==> config.mk <==
export PLATFORM = sky130hd
export DESIGN_NAME = fce_csr_flat
export DESIGN_NICKNAME = d
export VERILOG_FILES = /design/src/rtl/fce_pkg.sv /design/src/rtl/fce_csr_if.sv /design/src/rtl/fce_csr.sv /design/src/flat_wrapper.sv
export SDC_FILE = /design/constraint.sdc
export NUM_CORES = 1
export LEC_CHECK = 0
export ABC_CLOCK_PERIOD_IN_PS = 3150
export BUFFER_PORTS_ARGS = -buffer_cell sky130_fd_sc_hd__buf_4
export CORE_ASPECT_RATIO = 0.6
export CORE_UTILIZATION = 52
export DETAILED_ROUTE_END_ITERATION = 16
export PLACE_DENSITY = 0.86
export SLEW_MARGIN = 20
export SYNTH_ARGS = -nofsm -noshare
export SYNTH_HDL_FRONTEND = slang
export SYNTH_SLANG_ARGS = --single-unit
==> constraint.sdc <==
create_clock -name clock -period 3.15 [get_ports clock]
set_input_delay 0.945 -clock clock [delete_from_list [all_inputs] [get_ports clock]]
set_output_delay 0.945 -clock clock [all_outputs]
set_load 0.03 [all_outputs]
==> src/rtl/fce_pkg.sv <==
// shared constants, types and register codes for the feedback comb echo
package fce_pkg;

   localparam int RING_DEPTH    = 16384;
   localparam int SAMPLE_BITS   = 24;
   localparam int MIX_BITS      = 24;
   localparam int GAIN_BITS     = 13;
   localparam int DELAY_BITS    = 14;
   localparam int COEF_SHIFT    = 12;
   localparam int OUT_BITS      = 16;
   localparam int OUT_SHIFT     = SAMPLE_BITS - OUT_BITS;
   localparam int ADDR_BITS     = $clog2(RING_DEPTH);
   localparam int TAP_SUM_BITS  = ((ADDR_BITS > DELAY_BITS) ? ADDR_BITS : DELAY_BITS) + 1;
   localparam int PROD_IN_BITS  = MIX_BITS + GAIN_BITS;
   localparam int PROD_FB_BITS  = SAMPLE_BITS + GAIN_BITS;
   localparam int SUM_BITS      =
      ((PROD_IN_BITS > PROD_FB_BITS) ? PROD_IN_BITS : PROD_FB_BITS) - COEF_SHIFT + 1;
   localparam int CSR_IDX_BITS  = 2;
   localparam int CSR_DATA_BITS = 14;

   localparam logic [ADDR_BITS-1:0] LAST_ADDR = ADDR_BITS'(RING_DEPTH - 1);

   localparam logic signed [GAIN_BITS-1:0]  INPUT_GAIN_RESET    = GAIN_BITS'(4095);
   localparam logic signed [GAIN_BITS-1:0]  FEEDBACK_GAIN_RESET = GAIN_BITS'(0);
   localparam logic [DELAY_BITS-1:0]        DELAY_LENGTH_RESET  = DELAY_BITS'(0);

   typedef enum logic [CSR_IDX_BITS-1:0] {
      REG_INPUT_GAIN    = 2'd0,
      REG_FEEDBACK_GAIN = 2'd1,
      REG_DELAY_LENGTH  = 2'd2
   } csr_index_type;

   typedef struct packed {
      logic signed [GAIN_BITS-1:0] input_gain;
      logic signed [GAIN_BITS-1:0] feedback_gain;
      logic [DELAY_BITS-1:0]       delay_length;
   } cfg_type;

   typedef struct packed {
      logic                 clearing;
      logic [ADDR_BITS-1:0] head;
      logic [ADDR_BITS-1:0] tap;
   } seq_type;

   typedef struct packed {
      logic                   en;
      logic [ADDR_BITS-1:0]   addr;
      logic [SAMPLE_BITS-1:0] data;
   } ram_wr_type;

endpackage

==> src/rtl/fce_csr_if.sv <==
// register write channel
interface fce_csr_if import fce_pkg::*; ();
   logic                     valid;
   logic                     ready;
   logic [CSR_IDX_BITS-1:0]  index;
   logic [CSR_DATA_BITS-1:0] data;

   modport source (output valid, output index, output data, input ready);
   modport sink   (input valid, input index, input data, output ready);
endinterface

==> src/rtl/fce_csr.sv <==
// configuration registers
module fce_csr import fce_pkg::*; (
   input  logic   clock,
   input  logic   reset,
   fce_csr_if.sink csr_chan,
   output cfg_type cfg
);

   cfg_type cfg_ff;
   cfg_type cfg_in;

   assign csr_chan.ready = 1'b1;

   always_comb begin
      cfg_in = cfg_ff;
      if (csr_chan.valid) begin
         case (csr_index_type'(csr_chan.index))
            REG_INPUT_GAIN: begin
               cfg_in.input_gain = csr_chan.data[GAIN_BITS-1:0];
            end
            REG_FEEDBACK_GAIN: begin
               cfg_in.feedback_gain = csr_chan.data[GAIN_BITS-1:0];
            end
            REG_DELAY_LENGTH: begin
               cfg_in.delay_length = csr_chan.data[DELAY_BITS-1:0];
            end
            default: begin
               cfg_in = cfg_ff;
            end
         endcase
      end
   end

   always_ff @(posedge clock) begin
      if (reset) begin
         cfg_ff.input_gain    <= INPUT_GAIN_RESET;
         cfg_ff.feedback_gain <= FEEDBACK_GAIN_RESET;
         cfg_ff.delay_length  <= DELAY_LENGTH_RESET;
      end else begin
         cfg_ff <= cfg_in;
      end
   end

   assign cfg = cfg_ff;

endmodule

==> src/flat_wrapper.sv <==
// flat-port wrapper written by rule: the top's interface ports become plain ports
module fce_csr_flat import fce_pkg::*;
  (clock, reset, cfg, csr_chan_valid, csr_chan_index, csr_chan_data, csr_chan_ready);
  fce_csr_if csr_chan_i ();
  input  logic clock;
  input  logic reset;
  output cfg_type cfg;
  input wire logic [$bits(csr_chan_i.valid)-1:0] csr_chan_valid;
  input wire logic [$bits(csr_chan_i.index)-1:0] csr_chan_index;
  input wire logic [$bits(csr_chan_i.data)-1:0] csr_chan_data;
  output wire logic [$bits(csr_chan_i.ready)-1:0] csr_chan_ready;
  assign csr_chan_i.valid = csr_chan_valid;
  assign csr_chan_i.index = csr_chan_index;
  assign csr_chan_i.data = csr_chan_data;
  assign csr_chan_ready = csr_chan_i.ready;
  fce_csr u_core (.clock(clock), .reset(reset), .csr_chan(csr_chan_i), .cfg(cfg));
endmodule
# --- Yosys cells after proc, flatten, opt, wreduce, memory -nomap -nowiden ---
# Cells that the tools add are included.
classes:
  eq_ne: 2
  n_reduce_logical: 4
ops:
  columns: ["operator", "count"]
  rows:
  - ["AND reduction 2 bit", 3]
  - ["equality test 2 x 1 -> 1 bit, second input constant", 1]
  - ["equality test 2 bit, second input constant", 1]
  - ["zero test 2 bit", 1]
word_totals:
  reg_bits: 40
  in_bits: 19
  out_inout_bits: 41
  word_cells: 9

# --- Depth between registers and ports, before layout ---
depth:
  word_depth: 2
  mapped_depth: 4
  mapped_depth_nobuf: 2

# --- Worst setup path after synthesis ---
# No wires, ideal clock.
synth_timing:
  kind: "input to register"
  start: "input csr_chan_index[0]"
  end: "register u_core.cfg_ff, in the netlist u_core.cfg[39]"
  setup_ns: 0.072
  arrival_ns: 1.658
  t_required_ns: 3.078
  slack_ns: 1.421
  stages: 3
  path_buffers: 1
  cell_sequence: "nor3b_2 -> buf_6 -> mux2i_1"
synth_between:
  elab_chain_len: 2
synth_lines:
  columns: ["element", "line_no", "rtl"]
  rows:
  - ["from (decl)", "flat_wrapper.sv:9", "input wire logic [$bits(csr_chan_i.index)-1:0] csr_chan_index;"]
  - ["zero test 2 bit", "fce_csr.sv:17", "case (csr_index_type'(csr_chan.index))"]
  - ["AND reduction 2 bit (no source line)", null, null]
  - ["to (signal assigned)", "fce_csr.sv:40", "cfg_ff <= cfg_in;"]
  - ["to (decl)", "fce_csr.sv:9", "cfg_type cfg_ff;"]
# No other way between the ends.
# A chain may end at the register's enable or synchronous reset.

# --- Final worst setup path ---
layout_timing:
  start: "input csr_chan_index[0]"
  end: "register u_core.cfg_ff, in the netlist u_core.cfg[0]"
layout_between:
  elab_chain_len: 2
layout_lines:
  columns: ["element", "line_no"]
  rows:
  - ["equality test 2 bit", "fce_csr.sv:17"]
  - ["AND reduction 2 bit (no source line)", null]
# No other way between the ends.

==> impl_results.md <==
* Run status: complete, no violations
* Unrepaired setup endpoints after global routing: no
* Final sum of negative setup slack at 0 ps
* Fraction of layout cells with a size suffix above 1 at 0.312
* Met1 Usage GRT at 0.280
* Largest cells by area after synthesis: dfxtp_1 48%, mux2i_1 24%, nand2b_1 16%, nor2_1 5.4%, buf_6 1.4%
* Final weighted congestion in routability-driven placement at 0.748
* Final setup skew at 0 ps
* DR WL/cell at 13.7 microns
* Maximum number of pins on one net before global-route repair at 67
* Synth Area in XOR/XNOR at 0
* Total Wirelength at 3.57 mm
* Class of the most critical hold timing path: flop to flop
* Met2 routing resource usage after global routing at 0.389
* Relative slew slack at 0.454
* Most used routing layer: met2
* Cell row count at 15
* Via count at 1254
* Number of sinks on the clock net at 40
* Top fanout value on the critical path at 14
* Most numerous cell in the Yosys netlist: nand2b_1
* Post-DRT Antenna Nets at 0
* Antenna fix cells at 0
* Total I/O pin count at 60
* Die height at 45.8 microns
* Number of hold-slack violations in the final timing report at 0
* Most common flop cell mapped by yosys: dfxtp_1
* Fraction of the mapped netlist area in adder cells at 0
* Non-Filler Cell Area, Final at 2200 sq um
* CTS tree: yes
* Starting DRT DRC Count at 45
* Leakage at 0.989 nW
* Filler instances at 211
* Sort of element at the start of the critical path: input pin
* Compound-cell area share of the yosys netlist at 0
* Overflow left after global routing at 0
* Number of buffers inserted during clock tree synthesis at 5
* Warning count from the yosys run at 0
* Flip-flop and latch count after synthesis at 40
* Fmax achieved at 0.527 GHz
* Post-layout power at 1.09 mW
* Number of search-and-repair iterations in the first detailed-routing pass at 4
* EDFF count, synth at 0
* Placeable core region at 2950 sq um
* Count of pins over their slew limit at 0
* Final setup fails at 0
* Final critical-path required period at 1900 ps
* Vias per cell at 4.82
* Grt met3 use at 0.0686
* Layout Area Growth over Synthesis at 32.4%
* Pwr dens at 496 nW/um^2
* Sequential cell area at 801 sq um
* Cell accounting for the most synthesized area: dfxtp_1
* Post-synthesis cell type count at 12
* Largest register FFs at 40
* Placed standard-cell area at 2090 sq um
* Synth Area in Simple Gates at 0.230
* Critical Path End Type: flop
* Clock tree buffer depth at 2
* Number of I/O port buffers at 58
* Share of cell area taken by muxes after synthesis at 0.241
* Number of levels the H-tree was split into at 2
* Global-route usage over all layers at 0.232
* Async set-or-reset flop fraction in the synthesized netlist at 0
* Die Span X at 74.9 microns
* Area share of the leading cell type in the synthesized netlist at 0.483
* # hold bufs at CTS at 0
* Kind of critical path: input pin to flop
* Die outline area at 3430 sq um
* Count of mapped cells out of synthesis at 162
* Worst skew pair latency at 290 ps
* Cell area after synthesis at 1660 sq um
* Seq/Total Area, Yosys at 0.483
* Final routed DRC violation total at 0
* Number of gates resized after CTS at 0
* Initial antenna violation count at 0
* Root cell of the clock tree: clkbuf_8
* Global-route wire length before repair at 5.51 mm
* Post-synthesis average cell area at 10.2 sq um
* Syn_nets at 181
* Worst path required time at 3360 ps
* Slew at the pin closest to its max-slew limit at 819 ps
* Worst endpoint data arrival time at 2110 ps
* Hold Worst Slack at 478 ps
* Footprint of the multi-input gates at 786 sq um
* Highest ir drop seen on vdd at 0.000269 V
* Top cells by count, synth: 42 x nand2b_1, 40 x dfxtp_1, 40 x mux2i_1, 24 x nor2_1
* Final worst path period share at 0.602
* Combinational family with the most area after synthesis: multiplexers
* Max_cap viols at 0
* Total setup buffers inserted after CTS at 0
* Clock transition at the register clock pins on the worst setup and hold paths after CTS at 70 ps
* Total half-perimeter wirelength after legalization and detailed placement at 2.49 mm
* Post-layout nets at 236
* Initial Utilization at 0.563
* Number of global-route vias before repair at 1173
## worst max-delay path, cell delays in order
cell and delay [ps]:
buf_4 120, and3b_1 750, mux2i_1 290
## report_power, final
part	switching [mW]	internal [mW]	leakage [nW]	total [mW]
logic	0.0838	0.0656	0.608	0.149
registers	0.0109	0.524	0.326	0.535
clock network	0.171	0.235	0.0552	0.406
## cell usage in the layout, fill, tap and decap left out, drive strengths merged
cell type / count
conb: 1
mux2i: 40
nor2: 24
nor3b: 1
clkinv: 1
dfxtp: 40
nand2b: 42
clkbuf: 6
bufinv: 1
nand3b: 1
and3b: 1
buf: 60
## final cells by class
type | instances | share of cell area
clock buffers | 6 | 0.0330
clock inverters | 2 | 0.0159
multi-input cells | 110 | 0.358
flip-flops and latches | 40 | 0.364
well taps | 42 | 0.0239
repair buffers | 60 | 0.205
## through the flow
stage / utilization / worst slack [ps] / std cells
floorplan: - / 1420 / 162
global placement: 0.709 / 1030 / 252
detailed placement: 0.709 / 965 / 252
CTS: 0.746 / 1270 / 260
global route: 0.746 / 1150 / 260
finish: 0.746 / 1250 / 260
## layer usage
| metal | share of wire | vias up |
|---|---|---|
| met4 | 0.015 | 0 |
| met3 | 0.057 | 7 |
| met1 | 0.46 | 576 |
| met5 | 0 | - |
| li1 | - | 629 |
| met2 | 0.47 | 42 |
## cells by family (layout without fill, tap and decap cells)
family,Yosys count,in the layout
other cells,1,1
flops,40,40
mux,40,40
buf+inv,12,68
simple gates,69,69
## worst paths after layout
| path | slack [ps] | start | depth (start not counted) | endpoint |
|---|---|---|---|---|
| min | 480 | u_core.cfg[1] | 2 | u_core.cfg[1] |
| min reg2reg | 480 | u_core.cfg[1] | 2 | u_core.cfg[1] |
| max | 1250 | csr_chan_index[0] | 3 | u_core.cfg[0] |
| max reg2reg | 2470 | u_core.cfg[0] | 2 | u_core.cfg[0] |
(Power assumes the default switching activity.)
