### src/rtl/fce_pkg.sv
// shared constants, types and register codes for the feedback comb echo
package fce_pkg;

   localparam int RING_DEPTH    = 16384;
   localparam int SAMPLE_BITS   = 24;
   localparam int MIX_BITS      = 24;
   localparam int GAIN_BITS     = 13;
   localparam int DELAY_BITS    = 14;
   localparam int COEF_SHIFT    = 12;
   localparam int OUT_BITS      = 16;
   localparam int OUT_SHIFT     = SAMPLE_BITS - OUT_BITS;
   localparam int ADDR_BITS     = $clog2(RING_DEPTH);
   localparam int TAP_SUM_BITS  = ((ADDR_BITS > DELAY_BITS) ? ADDR_BITS : DELAY_BITS) + 1;
   localparam int PROD_IN_BITS  = MIX_BITS + GAIN_BITS;
   localparam int PROD_FB_BITS  = SAMPLE_BITS + GAIN_BITS;
   localparam int SUM_BITS      =
      ((PROD_IN_BITS > PROD_FB_BITS) ? PROD_IN_BITS : PROD_FB_BITS) - COEF_SHIFT + 1;
   localparam int CSR_IDX_BITS  = 2;
   localparam int CSR_DATA_BITS = 14;

   localparam logic [ADDR_BITS-1:0] LAST_ADDR = ADDR_BITS'(RING_DEPTH - 1);

   localparam logic signed [GAIN_BITS-1:0]  INPUT_GAIN_RESET    = GAIN_BITS'(4095);
   localparam logic signed [GAIN_BITS-1:0]  FEEDBACK_GAIN_RESET = GAIN_BITS'(0);
   localparam logic [DELAY_BITS-1:0]        DELAY_LENGTH_RESET  = DELAY_BITS'(0);

   typedef enum logic [CSR_IDX_BITS-1:0] {
      REG_INPUT_GAIN    = 2'd0,
      REG_FEEDBACK_GAIN = 2'd1,
      REG_DELAY_LENGTH  = 2'd2
   } csr_index_type;

   typedef struct packed {
      logic signed [GAIN_BITS-1:0] input_gain;
      logic signed [GAIN_BITS-1:0] feedback_gain;
      logic [DELAY_BITS-1:0]       delay_length;
   } cfg_type;

   typedef struct packed {
      logic                 clearing;
      logic [ADDR_BITS-1:0] head;
      logic [ADDR_BITS-1:0] tap;
   } seq_type;

   typedef struct packed {
      logic                   en;
      logic [ADDR_BITS-1:0]   addr;
      logic [SAMPLE_BITS-1:0] data;
   } ram_wr_type;

endpackage

### src/rtl/fce_seq.sv
// write head, tap address and post-reset ring clearing sweep
module fce_seq import fce_pkg::*; (
   input  logic                  clock,
   input  logic                  reset,
   input  logic                  accept,
   input  logic [DELAY_BITS-1:0] delay_length,
   output seq_type               seq,
   output ram_wr_type            clr_wr
);

   logic                    clear_ff;
   logic                    clear_in;
   logic [ADDR_BITS-1:0]    clear_addr_ff;
   logic [ADDR_BITS-1:0]    clear_addr_in;
   logic [ADDR_BITS-1:0]    head_ff;
   logic [ADDR_BITS-1:0]    head_in;
   logic [TAP_SUM_BITS-1:0] tap_sum;
   logic [TAP_SUM_BITS-1:0] tap_wrap;

   always_comb begin
      clear_in      = clear_ff;
      clear_addr_in = clear_addr_ff;
      if (clear_ff) begin
         clear_addr_in = ADDR_BITS'(clear_addr_ff + 1'b1);
         if (clear_addr_ff == LAST_ADDR) begin
            clear_in = 1'b0;
         end
      end
   end

   // head walks downward, wrapping at the bottom
   always_comb begin
      head_in = head_ff;
      if (accept) begin
         head_in = (head_ff == '0) ? LAST_ADDR : ADDR_BITS'(head_ff - 1'b1);
      end
   end

   // tap sits delay_length words above the head, modulo ring depth
   always_comb begin
      tap_sum  = TAP_SUM_BITS'(head_ff) + TAP_SUM_BITS'(delay_length);
      tap_wrap = (tap_sum >= TAP_SUM_BITS'(RING_DEPTH)) ?
                 TAP_SUM_BITS'(tap_sum - TAP_SUM_BITS'(RING_DEPTH)) : tap_sum;
   end

   always_ff @(posedge clock) begin
      if (reset) begin
         clear_ff      <= 1'b1;
         clear_addr_ff <= '0;
         head_ff       <= '0;
      end else begin
         clear_ff      <= clear_in;
         clear_addr_ff <= clear_addr_in;
         head_ff       <= head_in;
      end
   end

   assign seq.clearing = clear_ff;
   assign seq.head     = head_ff;
   assign seq.tap      = tap_wrap[ADDR_BITS-1:0];

   assign clr_wr.en   = clear_ff;
   assign clr_wr.addr = clear_addr_ff;
   assign clr_wr.data = '0;

   a_no_accept_while_clearing: assert property (@(posedge clock) disable iff (reset)
      accept |-> !clear_ff)
      else $error("sample transfer during ring clearing");

   a_head_moves_only_on_accept: assert property (@(posedge clock) disable iff (reset)
      !accept |=> $stable(head_ff))
      else $error("write head moved without a sample transfer");

endmodule

### config.mk
export PLATFORM = sky130hd
export DESIGN_NAME = fce_seq
export DESIGN_NICKNAME = d
export VERILOG_FILES = /design/src/rtl/fce_pkg.sv /design/src/rtl/fce_seq.sv
export SDC_FILE = /design/constraint.sdc
export NUM_CORES = 1
export LEC_CHECK = 0
export ABC_AREA = 1
export BUFFER_PORTS_ARGS = -buffer_cell sky130_fd_sc_hd__clkbuf_2
export CORE_UTILIZATION = 45
export CTS_BUF_LIST = sky130_fd_sc_hd__clkbuf_8
export CTS_CLUSTER_DIAMETER = 50
export DETAILED_ROUTE_END_ITERATION = 10
export PLACE_DENSITY = 0.79
export SETUP_SLACK_MARGIN = 0.3
export SLEW_MARGIN = 10
export SYNTH_ARGS = -nofsm -noshare
export SYNTH_HDL_FRONTEND = slang
export SYNTH_SLANG_ARGS = --single-unit
### constraint.sdc
create_clock -name clock -period 6.6 [get_ports clock]
set_clock_uncertainty 0.2 [all_clocks]
set_input_delay 1.98 -clock clock [delete_from_list [all_inputs] [get_ports clock]]
set_output_delay 1.98 -clock clock [all_outputs]
set_load 0.005 [all_outputs]
**Word level (Yosys, flattened, before mapping)**

Index checks and enable logic that the tools add are counted.
W data, S select, Z words.

- $add $sub $neg: 4
- Magnitude comparators: 1
- Equality and inequality tests: 1
- Mux-type cells: 4
- Reduce and logical (&&, ||, !) cells: 1

Operators with widths:

| operator | count |
|---|---|
| $mux W14 | 2 |
| $sub A14 B1 Y14 const B | 2 |
| $add A14 B14 Y15 | 1 |
| $ge A15 B15 Y1 const B | 1 |
| $add A14 B1 Y14 const B | 1 |
| $eq A14 B14 Y1 const B | 1 |
| $logic_not A14 Y1 | 1 |
| $mux W1 | 2 |

- Bits in registers: 29
- Input bits: 17
- Output and inout bits: 68
- Logic and storage cells: 14

**Longest topological paths before layout**

- Depth in word-level cells: 3
- Gate-level depth with buffers: 10
- Gate-level depth less buffers: 10

**Worst setup path after synthesis**

No wires, ideal clock.

- Path kind: input -> output
- Start: input delay_length[0]
- End: output seq[8] (netlist bit)
- Data arrival time: 3.131 ns
- Required time: 4.420 ns
- Path slack: 1.289 ns
- Cell stages on the path: 9
- Path buffers: 0
- Path through: ha_1 > inv_1 > fa_1 > inv_1 > nand3_1 > nand2_1 > nand3_1 > nand3_1 > xor2_1

RTL lines:

| item | RTL line | RTL |
|---|---|---|
| start: declaration | fce_seq.sv:6 | `input logic [DELAY_BITS-1:0] delay_length,` |
| end: declaration | fce_seq.sv:7 | `output seq_type seq,` |

==> flow_summary_export.csv <==
group,metric,value,unit
detailed_routing,initialDrtViolationCount,68,
detailed_routing,wire_per_inst,10.51,um
detailed_routing,wirelength,5161,um
sta,setup_violations,0,
power_and_ir_drop,cellPowerDensity,376.8,mW/mm^2
final_layout,diodes,0,
clocking,cts.sinks,29,
power_and_ir_drop,netSwitchingFraction,44.50,%
place,gp_congestion,0.8988,
run,drv_cap,0,
power_and_ir_drop,p_int,564.2,uW
detailed_routing,drc,0,
critical_path,crit_top_cell,"nand2_1",
clocking,path_clk_slew,60,ps
clocking,cts_resized,0,
final_layout,layout.cells.most_common_list,"nand2_1, clkbuf_2, inv_1",
logic_synthesis,yosysSeqAreaShare,24.99,%
die,fp.dieH,73.86,um
logic_synthesis,synth_cells,363,
clocking,clock_insertion_delay_worst_skew,280,ps
logic_synthesis,yosysWarnings,0,
critical_path,critPathArrivalTime,3420,ps
logic_synthesis,synth_cell_types,29,
die,num_io_pins,85,
final_layout,design_area,0.002698,sq mm
sta,post-route-period-util,84.92,%
detailed_routing,first_pass_iters,4,
clocking,cts_buffers,5,
die,die_area,0.005455,sq mm
sta,drv_slew,0,
grt,grt_pass1_wl,8376,um
critical_path,critPathMaxStageDelay,400,ps
critical_path,crit_type,"primary input to output port",
final_layout,mostFrequentLayoutCell,"nand2_1",
power_and_ir_drop,p_sw,452.4,uW
grt,antenna_found_initial,0,
logic_synthesis,synth_area_per_cell,6.401,sq um
sta,hold_violations,0,
status,status,"complete, no violations",
detailed_routing,wl_met3,245,um
grt,grt_remaining_overflow,0,
place,placed_area,0.002581,sq mm
clocking,h-tree-depth,2,
sta,period_needed,5605,ps
power_and_ir_drop,p_leak,1.479,nW
logic_synthesis,synth_area,0.002323,sq mm
detailed_routing,dr_wl_met2,2425,um
place,hpwl,4113,um
final_layout,nets,456,
clocking,clock_path_buffers,2,
critical_path,path_buf_inv,4,
critical_path,r2r_setup_slack,4770,ps
detailed_routing,met1_length,2432,um
clocking,cts_tree,"done",
critical_path,cpLargestDelayFamily,"simple AND/OR/NAND/NOR gates",
critical_path,critPathMaxFanout,4,
final_layout,regArea,580.6,sq um
critical_path,cp.required,4420,ps
logic_synthesis,synth_seq_cells,29,
die,start_util,47.92,%
grt,grt_max_degree,18,
die,coreArea,0.004848,sq mm
detailed_routing,routed_via_density,4.831,
grt,track_usage,19.75,%
final_layout,multi_input_area,0.001436,sq mm
final_layout,final_layout_size_suffix_gt1_share,18.40,%
power_and_ir_drop,sequentialPowerShare,26.4,%
detailed_routing,ant_nets,0,
critical_path,slowest_stage,"fa_1",
clocking,post_cts_buffers,0,
sta,max_freq,0.1784,GHz
min_path,holdCritPathClass,"flop to flop",
final_layout,fin_cells,491,
detailed_routing,vias,2372,
power_and_ir_drop,combPwrFrac,55.1,%
power_and_ir_drop,vdd_drop_max,179.7,uV
place,numPortBuffers,60,
grt,grt_pass1_vias,2038,
sta,rsz0062_at_grt,"no",
power_and_ir_drop,clkPwrFrac,18.6,%
final_layout,fill_cells,484,
clocking,postCtsHoldBufs,0,
critical_path,cp-end-kind,"output port",
die,row_count,25,
critical_path,crit_chain,"clkbuf_2 -> ha_1 -> inv_1 -> fa_1 -> inv_1 -> nand3_1 -> nand2_1 -> nand4_1 -> nand3_1 -> nand2_1 -> nand2_1 -> clkbuf_2",
clocking,cts_root_buf,"clkbuf_8",
critical_path,worstSetupStartpointType,"primary input",
die,die_w,73.86,um
place,post-place-cells,483,
final_layout,syn_to_final_growth,16.10,%
detailed_routing,dr.max_layer_used,"met4",
sta,fin_tns_setup,0,ps
## through the flow
stage | total power, mW | worst slack (ps) | util [%] | hold slack, ps
floorplan | 0.6620 | 1289 | - | 255.2
global placement | 0.8163 | 1036 | 53.24 | 258.1
detailed placement | 0.8281 | 994.5 | 53.24 | 260.9
CTS | 1.020 | 997.8 | 55.64 | 270.0
global route | 1.117 | 799.4 | 55.64 | 302.7
finish | 1.017 | 995.5 | 55.64 | 263.9
## Yosys cell counts, drive strengths merged
library cell,count,area share (%)
conb,1,0.16
a21oi,26,5.6
nor2,50,9.2
clkbuf,2,0.32
nand3b,2,0.65
nand3,31,7.4
fa,1,0.86
nand2,85,14
o21ai,10,2.2
o21a,1,0.32
xor2,5,1.9
o21bai,2,0.65
buf,28,8.8
a21boi,1,0.32
xnor2,4,1.5
dfxtp,29,25
inv,48,7.8
ha,15,8.1
nor3,6,1.3
nand4,8,2.2
or2,3,0.81
a31oi,5,1.3
## worst paths after layout
check                     from                 to  cells after the start
min reg2reg  clear_addr_ff[11]  clear_addr_ff[11]                      2
max            delay_length[0]            seq[12]                     12
min          clear_addr_ff[11]  clear_addr_ff[11]                      2
max reg2reg         head_ff[1]        head_ff[11]                      8
## layer usage
metal / global-route usage, % / vias up
li1: - / 1239
met1: 23.14 / 1061
met2: 36.29 / 66
met3: 3.018 / 6
met4: 6.624 / 0
met5: 0 / -
## logic make-up (layout without fill, tap and decap cells)
logic type	Yosys count	after routing	synth area share [%]
AOI/OAI and AO/OA	45	45	10.39
and+or+nand+nor	185	185	35.22
adders and majority gates	16	16	8.939
buffers and inverters	78	116	16.91
xor gates and xnor gates	9	9	3.392
DFF	29	29	24.99
other	1	24	0.1614
## flip-flops by register name, summed over array words and instances, names as in the netlist
register and cells:
clear_addr_ff 14, head_ff 14, clear_ff 1
## power by group through the flow
| stage | clock network [mW] | registers, mW | logic (mW) |
|---|---|---|---|
| 2_1_floorplan | 0 | 0.257 | 0.405 |
| 3_3_place_gp | 0 | 0.271 | 0.546 |
| 3_5_place_dp | 0 | 0.271 | 0.557 |
| 4_1_cts | 0.192 | 0.268 | 0.561 |
| 5_1_grt | 0.198 | 0.273 | 0.645 |
| 6_report | 0.189 | 0.268 | 0.560 |
## cell type report
class                   count  area share (%)
multi-input cells         279           53.25
flip-flops and latches     29           21.52
repair buffers             60           11.13
inverters                  48           6.679
well taps                  67           3.108
clock buffers               6           3.061
clock inverters             2           1.252
## worst min-delay path, stage by stage, from the launching register on
cell	delay, ps
dfxtp_1	320
inv_1	50
a21oi_1	50
No activity file was read; power rests on OpenSTA's default activity.
