[src/rtl/fce_pkg.sv]
// shared constants, types and register codes for the feedback comb echo
package fce_pkg;

   localparam int RING_DEPTH    = 16384;
   localparam int SAMPLE_BITS   = 24;
   localparam int MIX_BITS      = 24;
   localparam int GAIN_BITS     = 13;
   localparam int DELAY_BITS    = 14;
   localparam int COEF_SHIFT    = 12;
   localparam int OUT_BITS      = 16;
   localparam int OUT_SHIFT     = SAMPLE_BITS - OUT_BITS;
   localparam int ADDR_BITS     = $clog2(RING_DEPTH);
   localparam int TAP_SUM_BITS  = ((ADDR_BITS > DELAY_BITS) ? ADDR_BITS : DELAY_BITS) + 1;
   localparam int PROD_IN_BITS  = MIX_BITS + GAIN_BITS;
   localparam int PROD_FB_BITS  = SAMPLE_BITS + GAIN_BITS;
   localparam int SUM_BITS      =
      ((PROD_IN_BITS > PROD_FB_BITS) ? PROD_IN_BITS : PROD_FB_BITS) - COEF_SHIFT + 1;
   localparam int CSR_IDX_BITS  = 2;
   localparam int CSR_DATA_BITS = 14;

   localparam logic [ADDR_BITS-1:0] LAST_ADDR = ADDR_BITS'(RING_DEPTH - 1);

   localparam logic signed [GAIN_BITS-1:0]  INPUT_GAIN_RESET    = GAIN_BITS'(4095);
   localparam logic signed [GAIN_BITS-1:0]  FEEDBACK_GAIN_RESET = GAIN_BITS'(0);
   localparam logic [DELAY_BITS-1:0]        DELAY_LENGTH_RESET  = DELAY_BITS'(0);

   typedef enum logic [CSR_IDX_BITS-1:0] {
      REG_INPUT_GAIN    = 2'd0,
      REG_FEEDBACK_GAIN = 2'd1,
      REG_DELAY_LENGTH  = 2'd2
   } csr_index_type;

   typedef struct packed {
      logic signed [GAIN_BITS-1:0] input_gain;
      logic signed [GAIN_BITS-1:0] feedback_gain;
      logic [DELAY_BITS-1:0]       delay_length;
   } cfg_type;

   typedef struct packed {
      logic                 clearing;
      logic [ADDR_BITS-1:0] head;
      logic [ADDR_BITS-1:0] tap;
   } seq_type;

   typedef struct packed {
      logic                   en;
      logic [ADDR_BITS-1:0]   addr;
      logic [SAMPLE_BITS-1:0] data;
   } ram_wr_type;

endpackage

[src/rtl/fce_rsp_if.sv]
// effect sample result channel
interface fce_rsp_if import fce_pkg::*; ();
   logic                       valid;
   logic                       ready;
   logic signed [OUT_BITS-1:0] effect_sample;

   modport source (output valid, output effect_sample, input ready);
   modport sink   (input valid, input effect_sample, output ready);
endinterface

[src/rtl/fce_pipe.sv]
// multiply, accumulate, saturate and write-back pipeline with output register
module fce_pipe import fce_pkg::*; (
   input  logic                       clock,
   input  logic                       reset,
   input  logic                       accept,
   input  logic signed [MIX_BITS-1:0] mix_sample,
   input  seq_type                    seq,
   input  cfg_type                    cfg,
   input  logic [SAMPLE_BITS-1:0]     tap_data,
   output logic                       take_ok,
   output ram_wr_type                 pipe_wr,
   fce_rsp_if.source                  rsp_chan
);

   localparam int SCALED_IN_BITS = PROD_IN_BITS - COEF_SHIFT;
   localparam int SCALED_FB_BITS = PROD_FB_BITS - COEF_SHIFT;
   localparam logic signed [SUM_BITS-1:0] SAT_HI = SUM_BITS'((2 ** (SAMPLE_BITS - 1)) - 1);
   localparam logic signed [SUM_BITS-1:0] SAT_LO = SUM_BITS'(-(2 ** (SAMPLE_BITS - 1)));

   // stage 1: ring word read in flight
   logic                           s1_valid_ff;
   logic                           s1_valid_in;
   logic [ADDR_BITS-1:0]           s1_head_ff;
   logic [ADDR_BITS-1:0]           s1_head_in;
   logic signed [MIX_BITS-1:0]     s1_mix_ff;
   logic signed [MIX_BITS-1:0]     s1_mix_in;
   // stage 2: products
   logic                           s2_valid_ff;
   logic                           s2_valid_in;
   logic [ADDR_BITS-1:0]           s2_head_ff;
   logic [ADDR_BITS-1:0]           s2_head_in;
   logic signed [PROD_IN_BITS-1:0] s2_pin_ff;
   logic signed [PROD_IN_BITS-1:0] s2_pin_in;
   logic signed [PROD_FB_BITS-1:0] s2_pfb_ff;
   logic signed [PROD_FB_BITS-1:0] s2_pfb_in;
   // output register
   logic                           out_valid_ff;
   logic                           out_valid_in;
   logic signed [OUT_BITS-1:0]     out_sample_ff;
   logic signed [OUT_BITS-1:0]     out_sample_in;

   logic                             s2_adv;
   logic                             s2_go;
   logic                             s1_adv;
   logic                             s1_go;
   logic                             hazard;
   logic signed [SCALED_IN_BITS-1:0] scaled_in;
   logic signed [SCALED_FB_BITS-1:0] scaled_fb;
   logic signed [SUM_BITS-1:0]       acc;
   logic signed [SAMPLE_BITS-1:0]    sat;

   always_comb begin
      s2_adv = !out_valid_ff || rsp_chan.ready;
      s2_go  = s2_valid_ff && s2_adv;
      s1_adv = !s2_valid_ff || s2_adv;
      s1_go  = s1_valid_ff && s1_adv;
      // tap word not yet written back by an older sample
      hazard = (s1_valid_ff && (s1_head_ff == seq.tap)) ||
               (s2_valid_ff && (s2_head_ff == seq.tap));
      take_ok = (!s1_valid_ff || s1_adv) && !hazard;
   end

   always_comb begin
      s1_valid_in = s1_valid_ff;
      s1_head_in  = s1_head_ff;
      s1_mix_in   = s1_mix_ff;
      if (accept) begin
         s1_valid_in = 1'b1;
         s1_head_in  = seq.head;
         s1_mix_in   = mix_sample;
      end else if (s1_go) begin
         s1_valid_in = 1'b0;
      end
   end

   always_comb begin
      s2_valid_in = s2_valid_ff;
      s2_head_in  = s2_head_ff;
      s2_pin_in   = s2_pin_ff;
      s2_pfb_in   = s2_pfb_ff;
      if (s1_go) begin
         s2_valid_in = 1'b1;
         s2_head_in  = s1_head_ff;
         s2_pin_in   = PROD_IN_BITS'(s1_mix_ff) * PROD_IN_BITS'(cfg.input_gain);
         s2_pfb_in   = PROD_FB_BITS'($signed(tap_data)) * PROD_FB_BITS'(cfg.feedback_gain);
      end else if (s2_go) begin
         s2_valid_in = 1'b0;
      end
   end

   // floor shifts, sum and clamp
   always_comb begin
      scaled_in = $signed(s2_pin_ff[PROD_IN_BITS-1:COEF_SHIFT]);
      scaled_fb = $signed(s2_pfb_ff[PROD_FB_BITS-1:COEF_SHIFT]);
      acc       = SUM_BITS'(scaled_in) + SUM_BITS'(scaled_fb);
      if (acc > SAT_HI) begin
         sat = SAT_HI[SAMPLE_BITS-1:0];
      end else if (acc < SAT_LO) begin
         sat = SAT_LO[SAMPLE_BITS-1:0];
      end else begin
         sat = acc[SAMPLE_BITS-1:0];
      end
   end

   always_comb begin
      out_valid_in  = out_valid_ff;
      out_sample_in = out_sample_ff;
      if (s2_go) begin
         out_valid_in  = 1'b1;
         out_sample_in = sat[SAMPLE_BITS-1:OUT_SHIFT];
      end else if (rsp_chan.ready) begin
         out_valid_in = 1'b0;
      end
   end

   always_ff @(posedge clock) begin
      if (reset) begin
         s1_valid_ff  <= 1'b0;
         s2_valid_ff  <= 1'b0;
         out_valid_ff <= 1'b0;
      end else begin
         s1_valid_ff  <= s1_valid_in;
         s2_valid_ff  <= s2_valid_in;
         out_valid_ff <= out_valid_in;
      end
   end

   always_ff @(posedge clock) begin
      s1_head_ff    <= s1_head_in;
      s1_mix_ff     <= s1_mix_in;
      s2_head_ff    <= s2_head_in;
      s2_pin_ff     <= s2_pin_in;
      s2_pfb_ff     <= s2_pfb_in;
      out_sample_ff <= out_sample_in;
   end

   assign pipe_wr.en   = s2_go;
   assign pipe_wr.addr = s2_head_ff;
   assign pipe_wr.data = sat;

   assign rsp_chan.valid         = out_valid_ff;
   assign rsp_chan.effect_sample = out_sample_ff;

   a_stage2_holds_on_stall: assert property (@(posedge clock) disable iff (reset)
      (s2_valid_ff && out_valid_ff && !rsp_chan.ready) |=> (s2_valid_ff && $stable(s2_head_ff)))
      else $error("product stage lost its sample under output stall");

   a_heads_in_order: assert property (@(posedge clock) disable iff (reset)
      (s1_valid_ff && s2_valid_ff) |->
      (s2_head_ff == ((s1_head_ff == LAST_ADDR) ? '0 : ADDR_BITS'(s1_head_ff + 1'b1))))
      else $error("in-flight write addresses out of sequence");

   a_writeback_loads_output: assert property (@(posedge clock) disable iff (reset)
      pipe_wr.en |=> out_valid_ff)
      else $error("ring write-back without a result");

endmodule

[src/flat_wrapper.sv]
// flat-port wrapper written by rule: the top's interface ports become plain ports
module fce_pipe_flat import fce_pkg::*;
  (clock, reset, accept, mix_sample, seq, cfg, tap_data, take_ok, pipe_wr, rsp_chan_valid, rsp_chan_effect_sample, rsp_chan_ready);
  fce_rsp_if rsp_chan_i ();
  input  logic clock;
  input  logic reset;
  input  logic accept;
  input  logic signed [MIX_BITS-1:0] mix_sample;
  input  seq_type seq;
  input  cfg_type cfg;
  input  logic [SAMPLE_BITS-1:0] tap_data;
  output logic take_ok;
  output ram_wr_type pipe_wr;
  output wire logic [$bits(rsp_chan_i.valid)-1:0] rsp_chan_valid;
  output wire logic [$bits(rsp_chan_i.effect_sample)-1:0] rsp_chan_effect_sample;
  input wire logic [$bits(rsp_chan_i.ready)-1:0] rsp_chan_ready;
  assign rsp_chan_valid = rsp_chan_i.valid;
  assign rsp_chan_effect_sample = rsp_chan_i.effect_sample;
  assign rsp_chan_i.ready = rsp_chan_ready;
  fce_pipe u_core (.clock(clock), .reset(reset), .accept(accept), .mix_sample(mix_sample), .seq(seq), .cfg(cfg), .tap_data(tap_data), .take_ok(take_ok), .pipe_wr(pipe_wr), .rsp_chan(rsp_chan_i));
endmodule
[config.mk]
export PLATFORM = sky130hd
export DESIGN_NAME = fce_pipe_flat
export DESIGN_NICKNAME = d
export VERILOG_FILES = /design/src/rtl/fce_pkg.sv /design/src/rtl/fce_rsp_if.sv /design/src/rtl/fce_pipe.sv /design/src/flat_wrapper.sv
export SDC_FILE = /design/constraint.sdc
export NUM_CORES = 2
export LEC_CHECK = 0
export BUFFER_PORTS_ARGS = -buffer_cell sky130_fd_sc_hd__buf_2
export CORE_UTILIZATION = 40
export CTS_BUF_LIST = sky130_fd_sc_hd__clkbuf_8
export CTS_CLUSTER_DIAMETER = 50
export CTS_CLUSTER_SIZE = 40
export DETAILED_ROUTE_END_ITERATION = 12
export PLACE_DENSITY = 0.6
export REMOVE_ABC_BUFFERS = 1
export SLEW_MARGIN = 20
export SYNTH_ARGS = -nofsm -noshare
export SYNTH_HDL_FRONTEND = slang
export SYNTH_SLANG_ARGS = --single-unit
[constraint.sdc]
create_clock -name clock -period 15.5 [get_ports clock]
set_clock_uncertainty 0.05 [all_clocks]
set_input_delay 2.325 -clock clock [delete_from_list [all_inputs] [get_ports clock]]
set_output_delay 2.325 -clock clock [all_outputs]
set_load 0.05 [all_outputs]
* After elaboration in Yosys (flattened, before gate mapping)
Cells that the tools add are included.
** Storage, ports and cells
- Input port bits :: 121
- Output and inout port bits :: 57
- Word-level logic and storage cells :: 40
- Register bits after elaboration :: 145
** Cells by class
- Multipliers :: 2
- Add/sub/neg operators :: 1
- Magnitude comparators :: 2
- Equal/unequal tests :: 2
- Mux-type cells :: 8
- Reduce and logical (&&, ||, !) cells :: 16
** Operator list (count)
- 24-bit by 13-bit multiplier with 37-bit output :: 2
- 24-bit 2-to-1 mux :: 2
- 14-bit equality test :: 2
- 25-bit by 25-bit adder with 26-bit output :: 1
- 26-bit by 24-bit greater-than comparator with 1-bit output, second input constant :: 1
- 26-bit by 24-bit < comparator with 1-bit output, second input constant :: 1
- 1-bit 2-to-1 mux :: 6
- 2-bit nonzero test :: 3
- 1-bit logical AND :: 5
- 1-bit logical NOT :: 4
- 1-bit logical OR :: 4

* Longest topological paths before layout
- Depth in word-level cells :: 6
- Gate-level depth with buffers :: 22
- Depth with buffers taken out :: 21

* Worst setup path after synthesis
Ideal clock, no wire load.
- Kind :: input -> register
- Start :: input cfg[31] in the netlist's numbering
- End :: register u_core.s2_pin_ff[31], data pin
- Stages on the path :: 18
- Required time :: 15.192 ns
- Setup time :: 0.258 ns
- Arrival :: 7.454 ns
- Path buffers :: 1
- Setup slack :: 7.738 ns
- Path through :: clkbuf_1 nand2_1 fa_1 fa_1 inv_1 fa_1 fa_1 fa_1 fa_1 ha_1 o21a_1 o211ai_1 nor3_1 a211o_1 o21ai_0 o211ai_1 a31oi_1 xnor2_1
** On the way
- Longest elaborated chain between the ends :: 1
** Ends and longest elaborated chain
- start: declaration :: line flat_wrapper.sv:10 : input cfg_type cfg;
- 24-bit by 13-bit multiplier with 37-bit output :: line fce_pipe.sv:84 : s2_pin_in = PROD_IN_BITS'(s1_mix_ff) * PROD_IN_BITS'(cfg.input_gain);
- end signal: assignment :: line fce_pipe.sv:132 : s2_pin_ff <= s2_pin_in;
- end: declaration :: line fce_pipe.sv:32 : logic signed [PROD_IN_BITS-1:0] s2_pin_ff;
Every way passes these cells.
A chain may end at the register's enable or synchronous reset.

* Worst setup path after layout
- Start :: input cfg[39] in the netlist's numbering
- End :: register u_core.s2_pin_ff[31], data pin
Same word-level chain as after synthesis.

==> metrics.yaml <==
outcome:
  outcome: "finished, final reports clean"
setup_path:
  crit_arrival_ns: 8.49
  critPathKind: "primary input to flip-flop"
  startpoint_type: "primary input"
  cp_top_family: "adder cells"
  path_max_fanout: 16
  required_ns: 15.68
  end_kind: "flip-flop"
  critPathBufInv: 2
  cpMostUsedCell: "fa_1"
  path_cells: "buf_2 -> inv_1 -> nor2_1 -> fa_1 -> fa_1 -> fa_1 -> fa_1 -> fa_1 -> ha_1 -> ha_1 -> a21oi_1 -> o21ai_0 -> a221oi_1 -> nand2_1 -> o21ai_0 -> o211ai_1 -> a31oi_1 -> xnor2_1"
  max_stage_delay_ns: 0.54
  cp_slowest_cell: "fa_1"
global_route:
  grt.total_usage: 0.1995
  grt_pass1_wl_mm: 103.5
  grt_pass1_vias: 20350
  top_usage_layer: "met2"
  grt_max_degree: 57
  use_met2: 0.3530
  antenna_found_initial: 0
  use_met3: 0.02654
  grt_use_met1: 0.2521
  overflow: 0
die:
  ios: 178
  die_h_um: 255.7
  core-area_um2: 63310
  dieArea_um2: 65400
  die_x_um: 255.7
  floorplan.initialDensity: 0.4068
  fp-row-count: 92
logic_synthesis:
  netlist-cell-type-count: 65
  yosys.area.top_type: "fa_1"
  synthCells: 2595
  ys.flop_type: "edfxtp_1"
  syn_area_per_cell_um2: 9.924
  ys_seq_area_frac: 0.1399
  synth_top_cell_area_share: 0.4392
  synth.area.top_cells: "fa_1 44%, edfxtp_1 14%, ha_1 9.4%"
  ys_ff_latch: 121
  synth_edf_count: 118
  syn_area_um2: 25750
  async_reset_ff_frac: 0
  yosysWarnings: 0
drt:
  drc: 0
  detail_route.iter0.violations: 913
  routed_wl_mm: 61.77
  routedWlPerCell_um: 17.51
  ant_nets: 0
  vias: 18070
  first_pass_iters: 5
  viasPerCell: 5.124
final_layout:
  diodes: 0
  area_growth_pct: 7.142
  nNetsFinal: 3547
  final_layout_size_suffix_gt1_frac: 0.07907
clock_network:
  clk_latency_ns: 0.49
  htreeDepth: 4
  clk_pin_slew_ns: 0.08
  cts_tree: "done"
  hold_buffers: 0
  post_cts_buffers: 0
  root_buffer: "clkbuf_8"
  ctsResizeCount: 0
  clkSinkCount: 121
  cts_buffers: 17
  clockBufferDepth: 2
worst_hold_path:
  hold_class: "flip-flop to flip-flop"
sta:
  rsz0062_at_grt: "no"
  setup_viol: 0
  period_minus_slack_ns: 8.319
  fmax_mhz: 120.2
  hold_violations: 0
  period_share: 0.5367
  tns_ns: 0
  slew_violations: 0
  max_slew_margin: 0.2375
  worst_pin_slew_ns: 1.144
placement:
  hpwl_mm: 48.15
  io_buffers: 162
  place_congestion: 0.8851
job:
  drv_cap: 0
==> area by class of cell <==
cell class                      count  area [µm²]
Fill cell                        6153       35720
Clock inverter                     15       156.4
Sequential cell                   121        3603
Timing Repair Buffer              164       825.8
Tap cell                          846        1059
Multi-Input combinational cell   1855       19800
Clock buffer                       17       234.0
Inverter                          509        1911
==> routing by layer <==
metal / part of all wire / vias to the layer above
li1: - / 8072
met1: 0.41 / 9427
met2: 0.51 / 480
met3: 0.048 / 92
met4: 0.027 / 0
met5: 0 / -
==> synth_stat cells (3+ instances only) <==
| library cell | n |
|---|---|
| ha_1 | 193 |
| and3_1 | 8 |
| o21bai_1 | 7 |
| nor3_1 | 14 |
| nand2b_1 | 19 |
| a211oi_1 | 12 |
| fa_1 | 565 |
| a21o_1 | 25 |
| or3_1 | 4 |
| a31oi_1 | 8 |
| o21a_1 | 11 |
| nor2_1 | 69 |
| xnor2_1 | 88 |
| inv_1 | 509 |
| and2_1 | 210 |
| nand4_1 | 16 |
| o22ai_1 | 20 |
| a211o_1 | 3 |
| buf_2 | 5 |
| or2_2 | 3 |
| o211ai_1 | 14 |
| buf_6 | 3 |
| a21oi_1 | 58 |
| nor4_1 | 3 |
| xor2_1 | 22 |
| edfxtp_1 | 118 |
| dfxtp_1 | 3 |
| clkbuf_1 | 98 |
| nand3_1 | 16 |
| nand2_1 | 390 |
| nor2b_1 | 7 |
| o21ai_0 | 28 |
==> cells in the final DEF, fill, tap and decap left out, drive strengths merged, types with 5 or more instances in the layout <==
| cell type | synthesis | routed |
|---|---|---|
| fa | 565 | 565 |
| nand2 | 390 | 390 |
| nor2b | 7 | 7 |
| and2 | 211 | 211 |
| nand4 | 16 | 16 |
| o22ai | 22 | 22 |
| inv | 509 | 518 |
| nor3 | 14 | 14 |
| o21ai | 30 | 30 |
| a31oi | 9 | 9 |
| o21bai | 7 | 7 |
| o21a | 11 | 11 |
| nand3 | 16 | 16 |
| a21o | 25 | 25 |
| buf | 12 | 164 |
| edfxtp | 118 | 118 |
| a21oi | 60 | 60 |
| xor2 | 23 | 23 |
| ha | 193 | 193 |
| o211ai | 14 | 14 |
| nand2b | 19 | 19 |
| nor2 | 69 | 69 |
| clkbuf | 98 | 17 |
| or3 | 5 | 5 |
| xnor2 | 88 | 88 |
| a211oi | 12 | 12 |
| and3 | 8 | 8 |
==> state kept, by name (all words and copies together) (netlist names) <==
signal	count
u_core.rsp_chan.effect_sample	16
u_core.s2_head_ff	14
u_core.s1_mix_ff	24
u_core.s1_head_ff	14
u_core.s2_pfb_ff	25
u_core.rsp_chan.valid	1
u_core.s1_valid_ff	1
u_core.s2_valid_ff	1
u_core.s2_pin_ff	25
==> logic make-up (layout without fill, tap and decap cells) <==
group	count (synthesis)	count (layout)	share of synthesized area
AO/OA/AOI/OAI	215	215	0.05515
XOR/XNOR	111	111	0.03804
adder cells (fa/ha/maj)	758	758	0.5330
buffers and inverters	619	705	0.09163
flip-flops	121	121	0.1399
AND/OR/NAND/NOR	771	771	0.1423
==> worst paths after layout <==
kind                                               to  cells after the start  slack (ns)                   from
worst min-delay path            u_core.s2_head_ff[11]                      0        0.43  u_core.s1_head_ff[11]
worst max-delay path             u_core.s2_pin_ff[31]                     18        7.18                cfg[39]
worst max register to register   u_core.s2_pin_ff[31]                     18        8.92   u_core.s1_mix_ff[16]
worst min register to register  u_core.s2_head_ff[11]                      0        0.43  u_core.s1_head_ff[11]
==> through the flow <==
step | instances | worst slack, ns | hold WS, ns | utilization | instance area [µm²]
2_1_floorplan | 2485 | 7.798 | 0.3987 | - | 25300
3_3_place_gp | 3495 | 6.934 | 0.4082 | 0.4296 | 27200
3_5_place_dp | 3495 | 6.831 | 0.4101 | 0.4296 | 27200
4_1_cts | 3527 | 7.315 | 0.4309 | 0.4358 | 27590
5_1_grt | 3527 | 6.998 | 0.4383 | 0.4358 | 27590
6_report | 3527 | 7.181 | 0.4288 | 0.4358 | 27590
Power is left out: the tool's default activity adds up to more than one toggle a clock period on the data nets, which glitch-free logic cannot reach.
